--- config.mk ---
export PLATFORM = sky130hd
export DESIGN_NAME = crossed_quad_vertex_generator_flat
export DESIGN_NICKNAME = d
export VERILOG_FILES = /design/src/rtl/core/cqv_pkg.sv /design/src/rtl/core/cqv_in_if.sv /design/src/rtl/core/cqv_out_if.sv /design/src/rtl/core/crossed_quad_vertex_generator.sv /design/src/flat_wrapper.sv
export SDC_FILE = /design/constraint.sdc
export NUM_CORES = 2
export LEC_CHECK = 0
export BUFFER_PORTS_ARGS = -buffer_cell sky130_fd_sc_hd__buf_2
export CAP_MARGIN = 30
export CORE_ASPECT_RATIO = 1.25
export CORE_MARGIN = 2
export CORE_UTILIZATION = 30
export DETAILED_ROUTE_END_ITERATION = 16
export SLEW_MARGIN = 0
export SYNTH_ARGS = -nofsm -noshare
export SYNTH_HDL_FRONTEND = slang
export SYNTH_SLANG_ARGS = --single-unit
export TNS_END_PERCENT = 100
--- constraint.sdc ---
create_clock -name i_clk -period 38 [get_ports i_clk]
set_input_delay 1.9 -clock i_clk [delete_from_list [all_inputs] [get_ports i_clk]]
set_output_delay 1.9 -clock i_clk [all_outputs]
set_load 0.05 [all_outputs]
--- src/rtl/core/cqv_pkg.sv ---
// ----------------------------------------------------------------------------
// cqv_pkg: shared types and constants of the crossed quad vertex generator
// Widths of the coordinate words, the configuration register map and the
// first-quadrant cosine and sine tables in unsigned Q0.15.
// ----------------------------------------------------------------------------
package cqv_pkg;

    localparam int MAX_DIVISIONS = 16;
    localparam int DIV_W         = $clog2(MAX_DIVISIONS);
    localparam int QK_N          = MAX_DIVISIONS / 2 + 1;
    localparam int KR_W          = $clog2(QK_N);

    localparam int COORD_W    = 32;
    localparam int RADIUS_W   = 31;
    localparam int DIVREG_W   = 5;
    localparam int TRIG_W     = 15;
    localparam int PROD_W     = RADIUS_W + TRIG_W;
    localparam int CFG_IDX_W  = 3;
    localparam int CFG_DATA_W = 32;

    typedef logic [TRIG_W-1:0] t_trig;

    typedef enum logic [CFG_IDX_W-1:0] {
        CFG_RADIUS    = 3'd0,
        CFG_HEIGHT    = 3'd1,
        CFG_DIVISIONS = 3'd2,
        CFG_TEX_LEFT  = 3'd3,
        CFG_TEX_RIGHT = 3'd4
    } t_cfg_idx;

    // Row n-1, column k holds round(32768*cos(k*pi/n)) for k up to n/2,
    // limited to 32767. Later quads are mirrored from these entries.
    localparam t_trig COS_Q1 [MAX_DIVISIONS][QK_N] = '{
        '{15'd32767, 15'd0,     15'd0,     15'd0,     15'd0,
          15'd0,     15'd0,     15'd0,     15'd0},
        '{15'd32767, 15'd0,     15'd0,     15'd0,     15'd0,
          15'd0,     15'd0,     15'd0,     15'd0},
        '{15'd32767, 15'd16384, 15'd0,     15'd0,     15'd0,
          15'd0,     15'd0,     15'd0,     15'd0},
        '{15'd32767, 15'd23170, 15'd0,     15'd0,     15'd0,
          15'd0,     15'd0,     15'd0,     15'd0},
        '{15'd32767, 15'd26510, 15'd10126, 15'd0,     15'd0,
          15'd0,     15'd0,     15'd0,     15'd0},
        '{15'd32767, 15'd28378, 15'd16384, 15'd0,     15'd0,
          15'd0,     15'd0,     15'd0,     15'd0},
        '{15'd32767, 15'd29523, 15'd20431, 15'd7292,  15'd0,
          15'd0,     15'd0,     15'd0,     15'd0},
        '{15'd32767, 15'd30274, 15'd23170, 15'd12540, 15'd0,
          15'd0,     15'd0,     15'd0,     15'd0},
        '{15'd32767, 15'd30792, 15'd25102, 15'd16384, 15'd5690,
          15'd0,     15'd0,     15'd0,     15'd0},
        '{15'd32767, 15'd31164, 15'd26510, 15'd19261, 15'd10126,
          15'd0,     15'd0,     15'd0,     15'd0},
        '{15'd32767, 15'd31441, 15'd27566, 15'd21458, 15'd13612,
          15'd4663,  15'd0,     15'd0,     15'd0},
        '{15'd32767, 15'd31651, 15'd28378, 15'd23170, 15'd16384,
          15'd8481,  15'd0,     15'd0,     15'd0},
        '{15'd32767, 15'd31816, 15'd29015, 15'd24527, 15'd18614,
          15'd11620, 15'd3950,  15'd0,     15'd0},
        '{15'd32767, 15'd31946, 15'd29523, 15'd25619, 15'd20431,
          15'd14218, 15'd7292,  15'd0,     15'd0},
        '{15'd32767, 15'd32052, 15'd29935, 15'd26510, 15'd21926,
          15'd16384, 15'd10126, 15'd3425,  15'd0},
        '{15'd32767, 15'd32138, 15'd30274, 15'd27246, 15'd23170,
          15'd18205, 15'd12540, 15'd6393,  15'd0}
    };

    localparam t_trig SIN_Q1 [MAX_DIVISIONS][QK_N] = '{
        '{15'd0,     15'd0,     15'd0,     15'd0,     15'd0,
          15'd0,     15'd0,     15'd0,     15'd0},
        '{15'd0,     15'd32767, 15'd0,     15'd0,     15'd0,
          15'd0,     15'd0,     15'd0,     15'd0},
        '{15'd0,     15'd28378, 15'd0,     15'd0,     15'd0,
          15'd0,     15'd0,     15'd0,     15'd0},
        '{15'd0,     15'd23170, 15'd32767, 15'd0,     15'd0,
          15'd0,     15'd0,     15'd0,     15'd0},
        '{15'd0,     15'd19261, 15'd31164, 15'd0,     15'd0,
          15'd0,     15'd0,     15'd0,     15'd0},
        '{15'd0,     15'd16384, 15'd28378, 15'd32767, 15'd0,
          15'd0,     15'd0,     15'd0,     15'd0},
        '{15'd0,     15'd14218, 15'd25619, 15'd31946, 15'd0,
          15'd0,     15'd0,     15'd0,     15'd0},
        '{15'd0,     15'd12540, 15'd23170, 15'd30274, 15'd32767,
          15'd0,     15'd0,     15'd0,     15'd0},
        '{15'd0,     15'd11207, 15'd21063, 15'd28378, 15'd32270,
          15'd0,     15'd0,     15'd0,     15'd0},
        '{15'd0,     15'd10126, 15'd19261, 15'd26510, 15'd31164,
          15'd32767, 15'd0,     15'd0,     15'd0},
        '{15'd0,     15'd9232,  15'd17716, 15'd24764, 15'd29807,
          15'd32434, 15'd0,     15'd0,     15'd0},
        '{15'd0,     15'd8481,  15'd16384, 15'd23170, 15'd28378,
          15'd31651, 15'd32767, 15'd0,     15'd0},
        '{15'd0,     15'd7842,  15'd15228, 15'd21729, 15'd26968,
          15'd30639, 15'd32529, 15'd0,     15'd0},
        '{15'd0,     15'd7292,  15'd14218, 15'd20431, 15'd25619,
          15'd29523, 15'd31946, 15'd32767, 15'd0},
        '{15'd0,     15'd6813,  15'd13328, 15'd19261, 15'd24351,
          15'd28378, 15'd31164, 15'd32588, 15'd0},
        '{15'd0,     15'd6393,  15'd12540, 15'd18205, 15'd23170,
          15'd27246, 15'd30274, 15'd32138, 15'd32767}
    };

endpackage

--- src/rtl/core/cqv_in_if.sv ---
// ----------------------------------------------------------------------------
// cqv_in_if: base position channel
// Valid/ready channel that carries one base position per word.
// ----------------------------------------------------------------------------
interface cqv_in_if import cqv_pkg::*; ();
    logic               valid;
    logic               ready;
    logic [COORD_W-1:0] base_x;
    logic [COORD_W-1:0] base_y;
    logic [COORD_W-1:0] base_z;

    modport source (output valid, output base_x, output base_y, output base_z,
                    input ready);
    modport sink   (input valid, input base_x, input base_y, input base_z,
                    output ready);
endinterface

--- src/rtl/core/cqv_out_if.sv ---
// ----------------------------------------------------------------------------
// cqv_out_if: vertex channel
// Valid/ready channel that carries one vertex per word.
// ----------------------------------------------------------------------------
interface cqv_out_if import cqv_pkg::*; ();
    logic               valid;
    logic               ready;
    logic [COORD_W-1:0] vert_x;
    logic [COORD_W-1:0] vert_y;
    logic [COORD_W-1:0] vert_z;
    logic [COORD_W-1:0] tex_u;
    logic               tex_v_bottom;
    logic               last_vertex;

    modport source (output valid, output vert_x, output vert_y, output vert_z,
                    output tex_u, output tex_v_bottom, output last_vertex,
                    input ready);
    modport sink   (input valid, input vert_x, input vert_y, input vert_z,
                    input tex_u, input tex_v_bottom, input last_vertex,
                    output ready);
endinterface

--- src/rtl/core/crossed_quad_vertex_generator.sv ---
// ----------------------------------------------------------------------------
// crossed_quad_vertex_generator: crossed quad billboard vertex expander
// Each base position word is expanded into 4*n vertices (n quads rotated
// about the vertical axis), one vertex word per cycle through a 4-stage pipe.
// ----------------------------------------------------------------------------
// A position with n effective divisions (divisions clamped to 1..16) yields
// 4*n vertex words, top-left, top-right, bottom-left, bottom-right per quad,
// and last_vertex marks the final one. The vertex sequencer issues one vertex
// per cycle while the output is not stalled; the next position is taken in the
// cycle its predecessor issues its last vertex, so vertex words leave back to
// back. A vertex passes from its issue through the table lookup, multiply,
// add and saturate, and output register stages on its way to the output. A
// stalled output freezes the whole pipe. Configuration must only be written
// while no position is in flight.
module crossed_quad_vertex_generator import cqv_pkg::*; (
    input  logic                  i_clk,
    input  logic                  i_rst_n,
    input  logic                  i_cfg_we,
    input  logic [CFG_IDX_W-1:0]  i_cfg_idx,
    input  logic [CFG_DATA_W-1:0] i_cfg_data,
    cqv_in_if.sink                i_vin,
    cqv_out_if.source             o_vout
);

    function automatic logic [COORD_W-1:0] sat34(input logic signed [COORD_W+1:0] v);
        logic [COORD_W-1:0] res;
        if (v > $signed({2'b00, 1'b0, {(COORD_W-1){1'b1}}})) begin
            res = {1'b0, {(COORD_W-1){1'b1}}};
        end else if (v < $signed({2'b11, 1'b1, {(COORD_W-1){1'b0}}})) begin
            res = {1'b1, {(COORD_W-1){1'b0}}};
        end else begin
            res = v[COORD_W-1:0];
        end
        return res;
    endfunction

    // Configuration registers
    logic [RADIUS_W-1:0] r_radius;
    logic [COORD_W-1:0]  r_height;
    logic [DIVREG_W-1:0] r_divisions;
    logic [COORD_W-1:0]  r_tex_left;
    logic [COORD_W-1:0]  r_tex_right;

    always_ff @(posedge i_clk) begin
        if (!i_rst_n) begin
            r_radius    <= RADIUS_W'(65536);
            r_height    <= COORD_W'(65536);
            r_divisions <= DIVREG_W'(1);
            r_tex_left  <= '0;
            r_tex_right <= COORD_W'(65536);
        end else if (i_cfg_we) begin
            case (i_cfg_idx)
                CFG_RADIUS:    r_radius    <= i_cfg_data[RADIUS_W-1:0];
                CFG_HEIGHT:    r_height    <= i_cfg_data;
                CFG_DIVISIONS: r_divisions <= i_cfg_data[DIVREG_W-1:0];
                CFG_TEX_LEFT:  r_tex_left  <= i_cfg_data;
                CFG_TEX_RIGHT: r_tex_right <= i_cfg_data;
                default: ;
            endcase
        end
    end

    // Effective division count minus one.
    logic [DIV_W-1:0]    nm1;
    logic [DIVREG_W-1:0] div_m1;

    always_comb begin
        div_m1 = r_divisions - DIVREG_W'(1);
        if (r_divisions == '0) begin
            nm1 = '0;
        end else if (r_divisions > DIVREG_W'(MAX_DIVISIONS)) begin
            nm1 = DIV_W'(MAX_DIVISIONS - 1);
        end else begin
            nm1 = div_m1[DIV_W-1:0];
        end
    end

    // Vertex sequencer
    logic               r_cur_vld;
    logic [DIV_W-1:0]   r_k;
    logic [1:0]         r_v;
    logic [COORD_W-1:0] r_cur_x;
    logic [COORD_W-1:0] r_cur_y;
    logic [COORD_W-1:0] r_cur_z;

    logic adv;
    logic issue;
    logic is_last;
    logic in_acc;

    assign adv     = !o_vout.valid || o_vout.ready;
    assign issue   = adv && r_cur_vld;
    assign is_last = (r_k == nm1) && (r_v == 2'd3);
    assign i_vin.ready = !r_cur_vld || (issue && is_last);
    assign in_acc  = i_vin.valid && i_vin.ready;

    always_ff @(posedge i_clk) begin
        if (!i_rst_n) begin
            r_cur_vld <= 1'b0;
            r_k       <= '0;
            r_v       <= '0;
        end else if (in_acc) begin
            r_cur_vld <= 1'b1;
            r_k       <= '0;
            r_v       <= '0;
        end else if (issue) begin
            if (is_last) begin
                r_cur_vld <= 1'b0;
            end else begin
                r_v <= r_v + 2'd1;
                if (r_v == 2'd3) begin
                    r_k <= r_k + DIV_W'(1);
                end
            end
        end
    end

    always_ff @(posedge i_clk) begin
        if (in_acc) begin
            r_cur_x <= i_vin.base_x;
            r_cur_y <= i_vin.base_y;
            r_cur_z <= i_vin.base_z;
        end
    end

    // Stage 1: quad index registered, table lookup in front of stage 2.
    logic               r_s1_vld;
    logic [DIV_W-1:0]   r_s1_k;
    logic [1:0]         r_s1_v;
    logic               r_s1_last;
    logic [COORD_W-1:0] r_s1_x;
    logic [COORD_W-1:0] r_s1_y;
    logic [COORD_W-1:0] r_s1_z;

    always_ff @(posedge i_clk) begin
        if (!i_rst_n) begin
            r_s1_vld <= 1'b0;
        end else if (adv) begin
            r_s1_vld <= r_cur_vld;
        end
    end

    always_ff @(posedge i_clk) begin
        if (adv) begin
            r_s1_k    <= r_k;
            r_s1_v    <= r_v;
            r_s1_last <= is_last;
            r_s1_x    <= r_cur_x;
            r_s1_y    <= r_cur_y;
            r_s1_z    <= r_cur_z;
        end
    end

    // Quads past the quarter turn mirror the first quadrant: the sine repeats
    // and the cosine changes sign.
    logic [DIV_W:0]  n_cnt;
    logic            refl;
    logic [DIV_W:0]  kr_full;
    logic [KR_W-1:0] kr;
    t_trig           n_s2_cos;
    t_trig           n_s2_sin;

    always_comb begin
        n_cnt    = {1'b0, nm1} + (DIV_W+1)'(1);
        refl     = {r_s1_k, 1'b0} > n_cnt;
        kr_full  = refl ? (n_cnt - {1'b0, r_s1_k}) : {1'b0, r_s1_k};
        kr       = kr_full[KR_W-1:0];
        n_s2_cos = COS_Q1[nm1][kr];
        n_s2_sin = SIN_Q1[nm1][kr];
    end

    // Stage 2: trig magnitudes registered, multiply by the radius.
    logic               r_s2_vld;
    t_trig              r_s2_cos;
    t_trig              r_s2_sin;
    logic               r_s2_neg;
    logic [1:0]         r_s2_v;
    logic               r_s2_last;
    logic [COORD_W-1:0] r_s2_x;
    logic [COORD_W-1:0] r_s2_y;
    logic [COORD_W-1:0] r_s2_z;

    always_ff @(posedge i_clk) begin
        if (!i_rst_n) begin
            r_s2_vld <= 1'b0;
        end else if (adv) begin
            r_s2_vld <= r_s1_vld;
        end
    end

    always_ff @(posedge i_clk) begin
        if (adv) begin
            r_s2_cos  <= n_s2_cos;
            r_s2_sin  <= n_s2_sin;
            r_s2_neg  <= refl;
            r_s2_v    <= r_s1_v;
            r_s2_last <= r_s1_last;
            r_s2_x    <= r_s1_x;
            r_s2_y    <= r_s1_y;
            r_s2_z    <= r_s1_z;
        end
    end

    // Products rounded half away from zero on the magnitude.
    logic [PROD_W-1:0]   prod_c;
    logic [PROD_W-1:0]   prod_s;
    logic [RADIUS_W-1:0] n_s3_mc;
    logic [RADIUS_W-1:0] n_s3_ms;

    always_comb begin
        prod_c  = PROD_W'(r_radius) * PROD_W'(r_s2_cos) + PROD_W'(16384);
        prod_s  = PROD_W'(r_radius) * PROD_W'(r_s2_sin) + PROD_W'(16384);
        n_s3_mc = prod_c[PROD_W-1:TRIG_W];
        n_s3_ms = prod_s[PROD_W-1:TRIG_W];
    end

    // Stage 3: offsets registered, add and saturate.
    logic                r_s3_vld;
    logic [RADIUS_W-1:0] r_s3_mc;
    logic [RADIUS_W-1:0] r_s3_ms;
    logic                r_s3_neg;
    logic [1:0]          r_s3_v;
    logic                r_s3_last;
    logic [COORD_W-1:0]  r_s3_x;
    logic [COORD_W-1:0]  r_s3_y;
    logic [COORD_W-1:0]  r_s3_z;

    always_ff @(posedge i_clk) begin
        if (!i_rst_n) begin
            r_s3_vld <= 1'b0;
        end else if (adv) begin
            r_s3_vld <= r_s2_vld;
        end
    end

    always_ff @(posedge i_clk) begin
        if (adv) begin
            r_s3_mc   <= n_s3_mc;
            r_s3_ms   <= n_s3_ms;
            r_s3_neg  <= r_s2_neg;
            r_s3_v    <= r_s2_v;
            r_s3_last <= r_s2_last;
            r_s3_x    <= r_s2_x;
            r_s3_y    <= r_s2_y;
            r_s3_z    <= r_s2_z;
        end
    end

    logic                      right;
    logic                      bottom;
    logic signed [COORD_W:0]   dc;
    logic signed [COORD_W:0]   ds;
    logic signed [COORD_W+1:0] bx_w;
    logic signed [COORD_W+1:0] by_w;
    logic signed [COORD_W+1:0] bz_w;
    logic signed [COORD_W+1:0] sum_x;
    logic signed [COORD_W+1:0] sum_y;
    logic signed [COORD_W+1:0] sum_z;
    logic [COORD_W-1:0]        n_out_x;
    logic [COORD_W-1:0]        n_out_y;
    logic [COORD_W-1:0]        n_out_z;
    logic [COORD_W-1:0]        n_out_u;

    always_comb begin
        right  = r_s3_v[0];
        bottom = r_s3_v[1];
        dc     = $signed({2'b00, r_s3_mc});
        if (r_s3_neg) begin
            dc = -$signed({2'b00, r_s3_mc});
        end
        ds     = $signed({2'b00, r_s3_ms});
        bx_w   = $signed({{2{r_s3_x[COORD_W-1]}}, r_s3_x});
        by_w   = $signed({{2{r_s3_y[COORD_W-1]}}, r_s3_y});
        bz_w   = $signed({{2{r_s3_z[COORD_W-1]}}, r_s3_z});
        sum_x  = right ? (bx_w + {dc[COORD_W], dc}) : (bx_w - {dc[COORD_W], dc});
        sum_z  = right ? (bz_w + {ds[COORD_W], ds}) : (bz_w - {ds[COORD_W], ds});
        sum_y  = bottom ? by_w
                        : (by_w + $signed({{2{r_height[COORD_W-1]}}, r_height}));
        n_out_x = sat34(sum_x);
        n_out_y = sat34(sum_y);
        n_out_z = sat34(sum_z);
        n_out_u = right ? r_tex_right : r_tex_left;
    end

    // Stage 4: output register.
    logic               r_out_vld;
    logic [COORD_W-1:0] r_out_x;
    logic [COORD_W-1:0] r_out_y;
    logic [COORD_W-1:0] r_out_z;
    logic [COORD_W-1:0] r_out_u;
    logic               r_out_bottom;
    logic               r_out_last;

    always_ff @(posedge i_clk) begin
        if (!i_rst_n) begin
            r_out_vld <= 1'b0;
        end else if (adv) begin
            r_out_vld <= r_s3_vld;
        end
    end

    always_ff @(posedge i_clk) begin
        if (adv) begin
            r_out_x      <= n_out_x;
            r_out_y      <= n_out_y;
            r_out_z      <= n_out_z;
            r_out_u      <= n_out_u;
            r_out_bottom <= bottom;
            r_out_last   <= r_s3_last;
        end
    end

    assign o_vout.valid        = r_out_vld;
    assign o_vout.vert_x       = r_out_x;
    assign o_vout.vert_y       = r_out_y;
    assign o_vout.vert_z       = r_out_z;
    assign o_vout.tex_u        = r_out_u;
    assign o_vout.tex_v_bottom = r_out_bottom;
    assign o_vout.last_vertex  = r_out_last;

endmodule

--- src/flat_wrapper.sv ---
// flat-port wrapper written by rule: the top's interface ports become plain ports
module crossed_quad_vertex_generator_flat import cqv_pkg::*;
  (i_clk, i_rst_n, i_cfg_we, i_cfg_idx, i_cfg_data, i_vin_valid, i_vin_base_x, i_vin_base_y, i_vin_base_z, i_vin_ready, o_vout_valid, o_vout_vert_x, o_vout_vert_y, o_vout_vert_z, o_vout_tex_u, o_vout_tex_v_bottom, o_vout_last_vertex, o_vout_ready);
  cqv_in_if i_vin_i ();
  cqv_out_if o_vout_i ();
  input  logic i_clk;
  input  logic i_rst_n;
  input  logic i_cfg_we;
  input  logic [CFG_IDX_W-1:0] i_cfg_idx;
  input  logic [CFG_DATA_W-1:0] i_cfg_data;
  input wire logic [$bits(i_vin_i.valid)-1:0] i_vin_valid;
  input wire logic [$bits(i_vin_i.base_x)-1:0] i_vin_base_x;
  input wire logic [$bits(i_vin_i.base_y)-1:0] i_vin_base_y;
  input wire logic [$bits(i_vin_i.base_z)-1:0] i_vin_base_z;
  output wire logic [$bits(i_vin_i.ready)-1:0] i_vin_ready;
  output wire logic [$bits(o_vout_i.valid)-1:0] o_vout_valid;
  output wire logic [$bits(o_vout_i.vert_x)-1:0] o_vout_vert_x;
  output wire logic [$bits(o_vout_i.vert_y)-1:0] o_vout_vert_y;
  output wire logic [$bits(o_vout_i.vert_z)-1:0] o_vout_vert_z;
  output wire logic [$bits(o_vout_i.tex_u)-1:0] o_vout_tex_u;
  output wire logic [$bits(o_vout_i.tex_v_bottom)-1:0] o_vout_tex_v_bottom;
  output wire logic [$bits(o_vout_i.last_vertex)-1:0] o_vout_last_vertex;
  input wire logic [$bits(o_vout_i.ready)-1:0] o_vout_ready;
  assign i_vin_i.valid = i_vin_valid;
  assign i_vin_i.base_x = i_vin_base_x;
  assign i_vin_i.base_y = i_vin_base_y;
  assign i_vin_i.base_z = i_vin_base_z;
  assign i_vin_ready = i_vin_i.ready;
  assign o_vout_valid = o_vout_i.valid;
  assign o_vout_vert_x = o_vout_i.vert_x;
  assign o_vout_vert_y = o_vout_i.vert_y;
  assign o_vout_vert_z = o_vout_i.vert_z;
  assign o_vout_tex_u = o_vout_i.tex_u;
  assign o_vout_tex_v_bottom = o_vout_i.tex_v_bottom;
  assign o_vout_last_vertex = o_vout_i.last_vertex;
  assign o_vout_i.ready = o_vout_ready;
  crossed_quad_vertex_generator u_core (.i_clk(i_clk), .i_rst_n(i_rst_n), .i_cfg_we(i_cfg_we), .i_cfg_idx(i_cfg_idx), .i_cfg_data(i_cfg_data), .i_vin(i_vin_i), .o_vout(o_vout_i));
endmodule
==> parameters.txt <==
Parameter                              Value

Synthesis
  Post-synthesis share of cell area spent on and, or, nand and nor gates    0.1343
  Flop and latch count out of synthesis    764
  Area share of xor/xnor cells in the synthesized design    0.03304
  Post-synth top cells    1111 x sky130_fd_sc_hd__nand2_1, 830 x sky130_fd_sc_hd__inv_1, 754 x sky130_fd_sc_hd__fa_1, 621 x sky130_fd_sc_hd__edfxtp_1, 390 x sky130_fd_sc_hd__ha_1
  Area share of the largest cell type after synthesis    0.2935
  Area fraction in compound gates after synthesis    0.1010
  Number of standard cells after synthesis    6270
  Main combinational cell family by area after synthesis    adder cells
  Number of library cell types mapped by synthesis    a little over 80
  Largest cells by area after synthesis    sky130_fd_sc_hd__edfxtp_1 29%, sky130_fd_sc_hd__fa_1 24%, sky130_fd_sc_hd__ha_1 7.7%
  Share of flip-flops with an asynchronous set or reset after synthesis    0
  Register area share after synthesis    0.3385
  Synth warnings    0
  Cell area after technology mapping    63540 um^2
  Predominant post-synthesis flop cell    sky130_fd_sc_hd__edfxtp_1
  Share of synthesized area spent on multiplexers    0.008250
  Dominant cell type by area after synthesis    sky130_fd_sc_hd__edfxtp_1
  Synthesized-area fraction occupied by adder cells    0.3153
  Most frequent cell after synthesis    sky130_fd_sc_hd__nand2_1
  Mapped Avg Cell Area    10.13 um^2
  Post-synth EDFFs    around 620
  Synthesized netlist net count    7550

STA
  RSZ-0062 raised after global routing    false
  Fmax achieved    131.8 MHz
  Final setup violating endpoints    0
  Minimum clock period    7590 ps
  Final-layout setup total negative slack    0 ps
  Worst Clk Skew    60.83 ps
  Least-Margin Pin Slew    1029 ps
  Max Slew Vio Count    0
  Final hold viol count    0
  Period utilisation layout    0.1997
  Worst setup margin    between 30000 and 40000 ps
  Slew HR    0.3076

Status
  Run status    finished, final reports clean

Die
  Total die area    approximately 220000 um^2
  Vert. Die Dim    about 520 um
  Core Box Area    between 200000 and 250000 um^2
  Site row count    188
  Initial Util    0.3022
  Horizontal extent of the die    415.6 um
  Number of ports placed on the die boundary    268

Worst setup path
  Largest delay contributor family on the critical path    adder cells
  Reg-to-Reg Start    u_core.r_radius[15]
  Setup crit start kind    flip-flop
  Depth of the most critical reg-to-reg path    24
  Crit Path Max Fanout    26
  Required arrival time at the worst endpoint    38440 ps
  Buffers plus inverters on the worst setup path    4
  Startpoint of the most critical setup path    u_core.r_radius[15]
  End of the worst register-to-register path    u_core.r_s3_mc[30]
  Max stage delay on crit path    roughly 540 ps
  Setup Crit Path Kind    reg -> reg
  Minimum setup slack among reg-to-reg paths    just over 30000 ps
  Data arrival time of the critical path    8030 ps
  Kind of capture point of the worst setup path    flip-flop
  Destination of the critical timing path    u_core.r_s3_mc[30]
  Cell with the largest stage delay on the worst path    sky130_fd_sc_hd__fa_1
  Cell occurring most often along the worst timing path    sky130_fd_sc_hd__fa_1
  Chain of cells forming the critical path    buf_4, nand2_1, fa_1, inv_1, fa_1, inv_1, fa_1, fa_1, fa_1, inv_1, fa_1, ha_1, nand4_1, o221a_2, o21ai_0, a21oi_1, o22ai_1, a41oi_1, o21ai_0, a211oi_1, o31ai_1, a31o_2, a21oi_1, xnor2_1
  Number of gates on the worst path with buffers counted    24

Cells and area
  Reg area    21510 um^2
  Number of standard cells in the layout, taps in and fillers out    9220
  Utilization after layout    0.3389
  Multi-input gate area    37710 um^2
  Area added between synthesis and finish    12.16%
  Post-layout net count    7670
  Filler cells    about 21000
  Fraction of layout instances using a drive strength above 1    0.09364

Route
  Iter 0 DRT Violations    3023
  Via density    about 4.9
  Via count    45000
  # DRC    0
  Total detailed-routing wirelength    168.2 mm
  Average routed wire per standard cell    around 18 um
  First drt pass iteration count    5
  DRT antenna net count    0

CTS
  CTS tree    done
  CTS Root Buffer Type    sky130_fd_sc_hd__clkbuf_16
  Clock Tree Buf Depth    3
  Number of buffers created by CTS    86
  Post-CTS resize count    0
  Clock transition at the registers of the reported paths    70 ps
  Worst-skew pair later-pin latency    740 ps
  Number of sinks driven by the clock tree    roughly 760
  Post-CTS Hold Fix Bufs    0
  H-tree lvl count    3
  Number of buffers added for setup after CTS    0

Global routing
  Number of antenna violations at the first check in global routing    18
  Gr usage total    0.1557
  Wire length of the first global-routing pass    between 200 and 300 mm
  Remaining global-route overflow    0
  Via count of the first global-routing pass    47500
  Largest net degree at the start of global routing    166

Place
  Placed cell count    between 9000 and 10000
  I/O Buffers    267
  Hpwl dp    122.9 mm
  GP Congestion    roughly 0.88
  DP Worst Slack    30390 ps

Job
  Number of max-cap violations    0

Power
  Clock network fraction of design power    0.271
  Cell-internal power    0.001971 W
  Pleak    29.49 nW
  Combinational cell fraction of total power    0.384
  PwrDens    44.59 nW/um^2
  Reg power frac    0.345
  Switching Power    0.001207 W
  Switching portion of total power    0.3798
  Max rail drop VDD    about 0.047 mV

Min path
  Class of the most critical hold timing path    reg -> reg
-- power by group through the flow --
stage / logic (W) / clock network (W) / registers (W)
2_1_floorplan: 0.000761 / 0 / 0.00125
3_3_place_gp: 0.00119 / 0 / 0.00112
3_5_place_dp: 0.00122 / 0 / 0.00111
4_1_cts: 0.00123 / 0.000891 / 0.00110
5_1_grt: 0.00136 / 0.000920 / 0.00111
6_report: 0.00122 / 0.000861 / 0.00110
-- how the worst min path moves through the flow --
stage | slack, ps | start | endpoint | cells past startpoint
6_report | 400 | u_core.r_cur_z[28] | u_core.r_s1_z[28] | 0
5_1_grt | 400 | u_core.r_cur_z[28] | u_core.r_s1_z[28] | 0
4_1_cts | 400 | u_core.r_cur_z[28] | u_core.r_s1_z[28] | 0
3_5_place_dp | 400 | u_core.r_cur_x[25] | u_core.r_s1_x[25] | 0
3_3_place_gp | 400 | u_core.r_s2_y[18] | u_core.r_s3_y[18] | 0
2_1_floorplan | 400 | u_core.r_s3_last | u_core.o_vout.last_vertex | 0
-- through the flow --
step,total power [W],hold WS (ps),instance area [um^2]
2_1_floorplan,0.002014,400.3,63540
6_report,0.003178,400.0,71270
3_5_place_dp,0.002339,404.5,68230
3_3_place_gp,0.002311,400.5,67790
4_1_cts,0.003221,396.0,71180
5_1_grt,0.003383,404.2,71260
-- cell type report --
cell class                      count  area share
Antenna cell                        4   0.0001404
Clock buffer                      108     0.03265
Clock inverter                     51    0.008760
Inverter                          832     0.04392
Multi-Input combinational cell   4334      0.5292
Sequential cell                   764      0.3018
Tap cell                         2755     0.04836
Timing Repair Buffer              372     0.03518
-- layout by cell type (no fill, tap or decap), types with 89 or more instances in the layout --
cell / count
sky130_fd_sc_hd__a21boi_0: 134
sky130_fd_sc_hd__a21o_1: 89
sky130_fd_sc_hd__a21oi_1: 243
sky130_fd_sc_hd__and2_1: 298
sky130_fd_sc_hd__buf_2: 268
sky130_fd_sc_hd__dfxtp_1: 143
sky130_fd_sc_hd__edfxtp_1: 621
sky130_fd_sc_hd__fa_1: 754
sky130_fd_sc_hd__ha_1: 390
sky130_fd_sc_hd__inv_1: 829
sky130_fd_sc_hd__nand2_1: 1111
sky130_fd_sc_hd__nor2_1: 222
sky130_fd_sc_hd__o21ai_0: 214
sky130_fd_sc_hd__xnor2_1: 153
-- logic make-up (layout without fill, tap and decap cells) --
kind of cell / after synthesis / after routing
buffers and inverters: 1172 / 1363
other: 0 / 4
and+or+nand+nor: 1904 / 1904
AOI/OAI and AO/OA: 994 / 994
adders and majority gates: 1150 / 1150
muxes: 48 / 48
xor gates and xnor gates: 238 / 238
DFF: 764 / 764
-- sequential cells by signal (all words and copies together) (netlist names), 31 cells and up --
| register | cells |
|---|---|
| u_core.o_vout.vert_z | 32 |
| u_core.r_radius | 31 |
| u_core.r_height | 32 |
| u_core.r_cur_y | 32 |
| u_core.r_s3_mc | 31 |
| u_core.r_tex_left | 32 |
| u_core.r_s2_y | 32 |
| u_core.r_cur_z | 32 |
| u_core.o_vout.vert_y | 32 |
| u_core.r_cur_x | 32 |
| u_core.o_vout.vert_x | 32 |
| u_core.r_s2_z | 32 |
| u_core.r_s3_ms | 31 |
| u_core.r_s1_x | 32 |
| u_core.r_s1_y | 32 |
| u_core.r_s3_x | 32 |
| u_core.r_tex_right | 32 |
| u_core.r_s3_z | 32 |
| u_core.r_s1_z | 32 |
| u_core.r_s2_x | 32 |
| u_core.o_vout.tex_u | 32 |
| u_core.r_s3_y | 32 |
-- routing by layer --
layer / routed length, um / vias up / part of all wire / GRT usage
met3: 9988 / 291 / 0.059 / 0.02833
li1: - / 20720 / - / -
met4: 5262 / 30 / 0.031 / 0.05238
met5: 213 / - / 0.0013 / 0
met2: 79200 / 1315 / 0.47 / 0.2572
met1: 73530 / 22640 / 0.44 / 0.2050
Note: power is estimated with default switching activity, not from simulation.
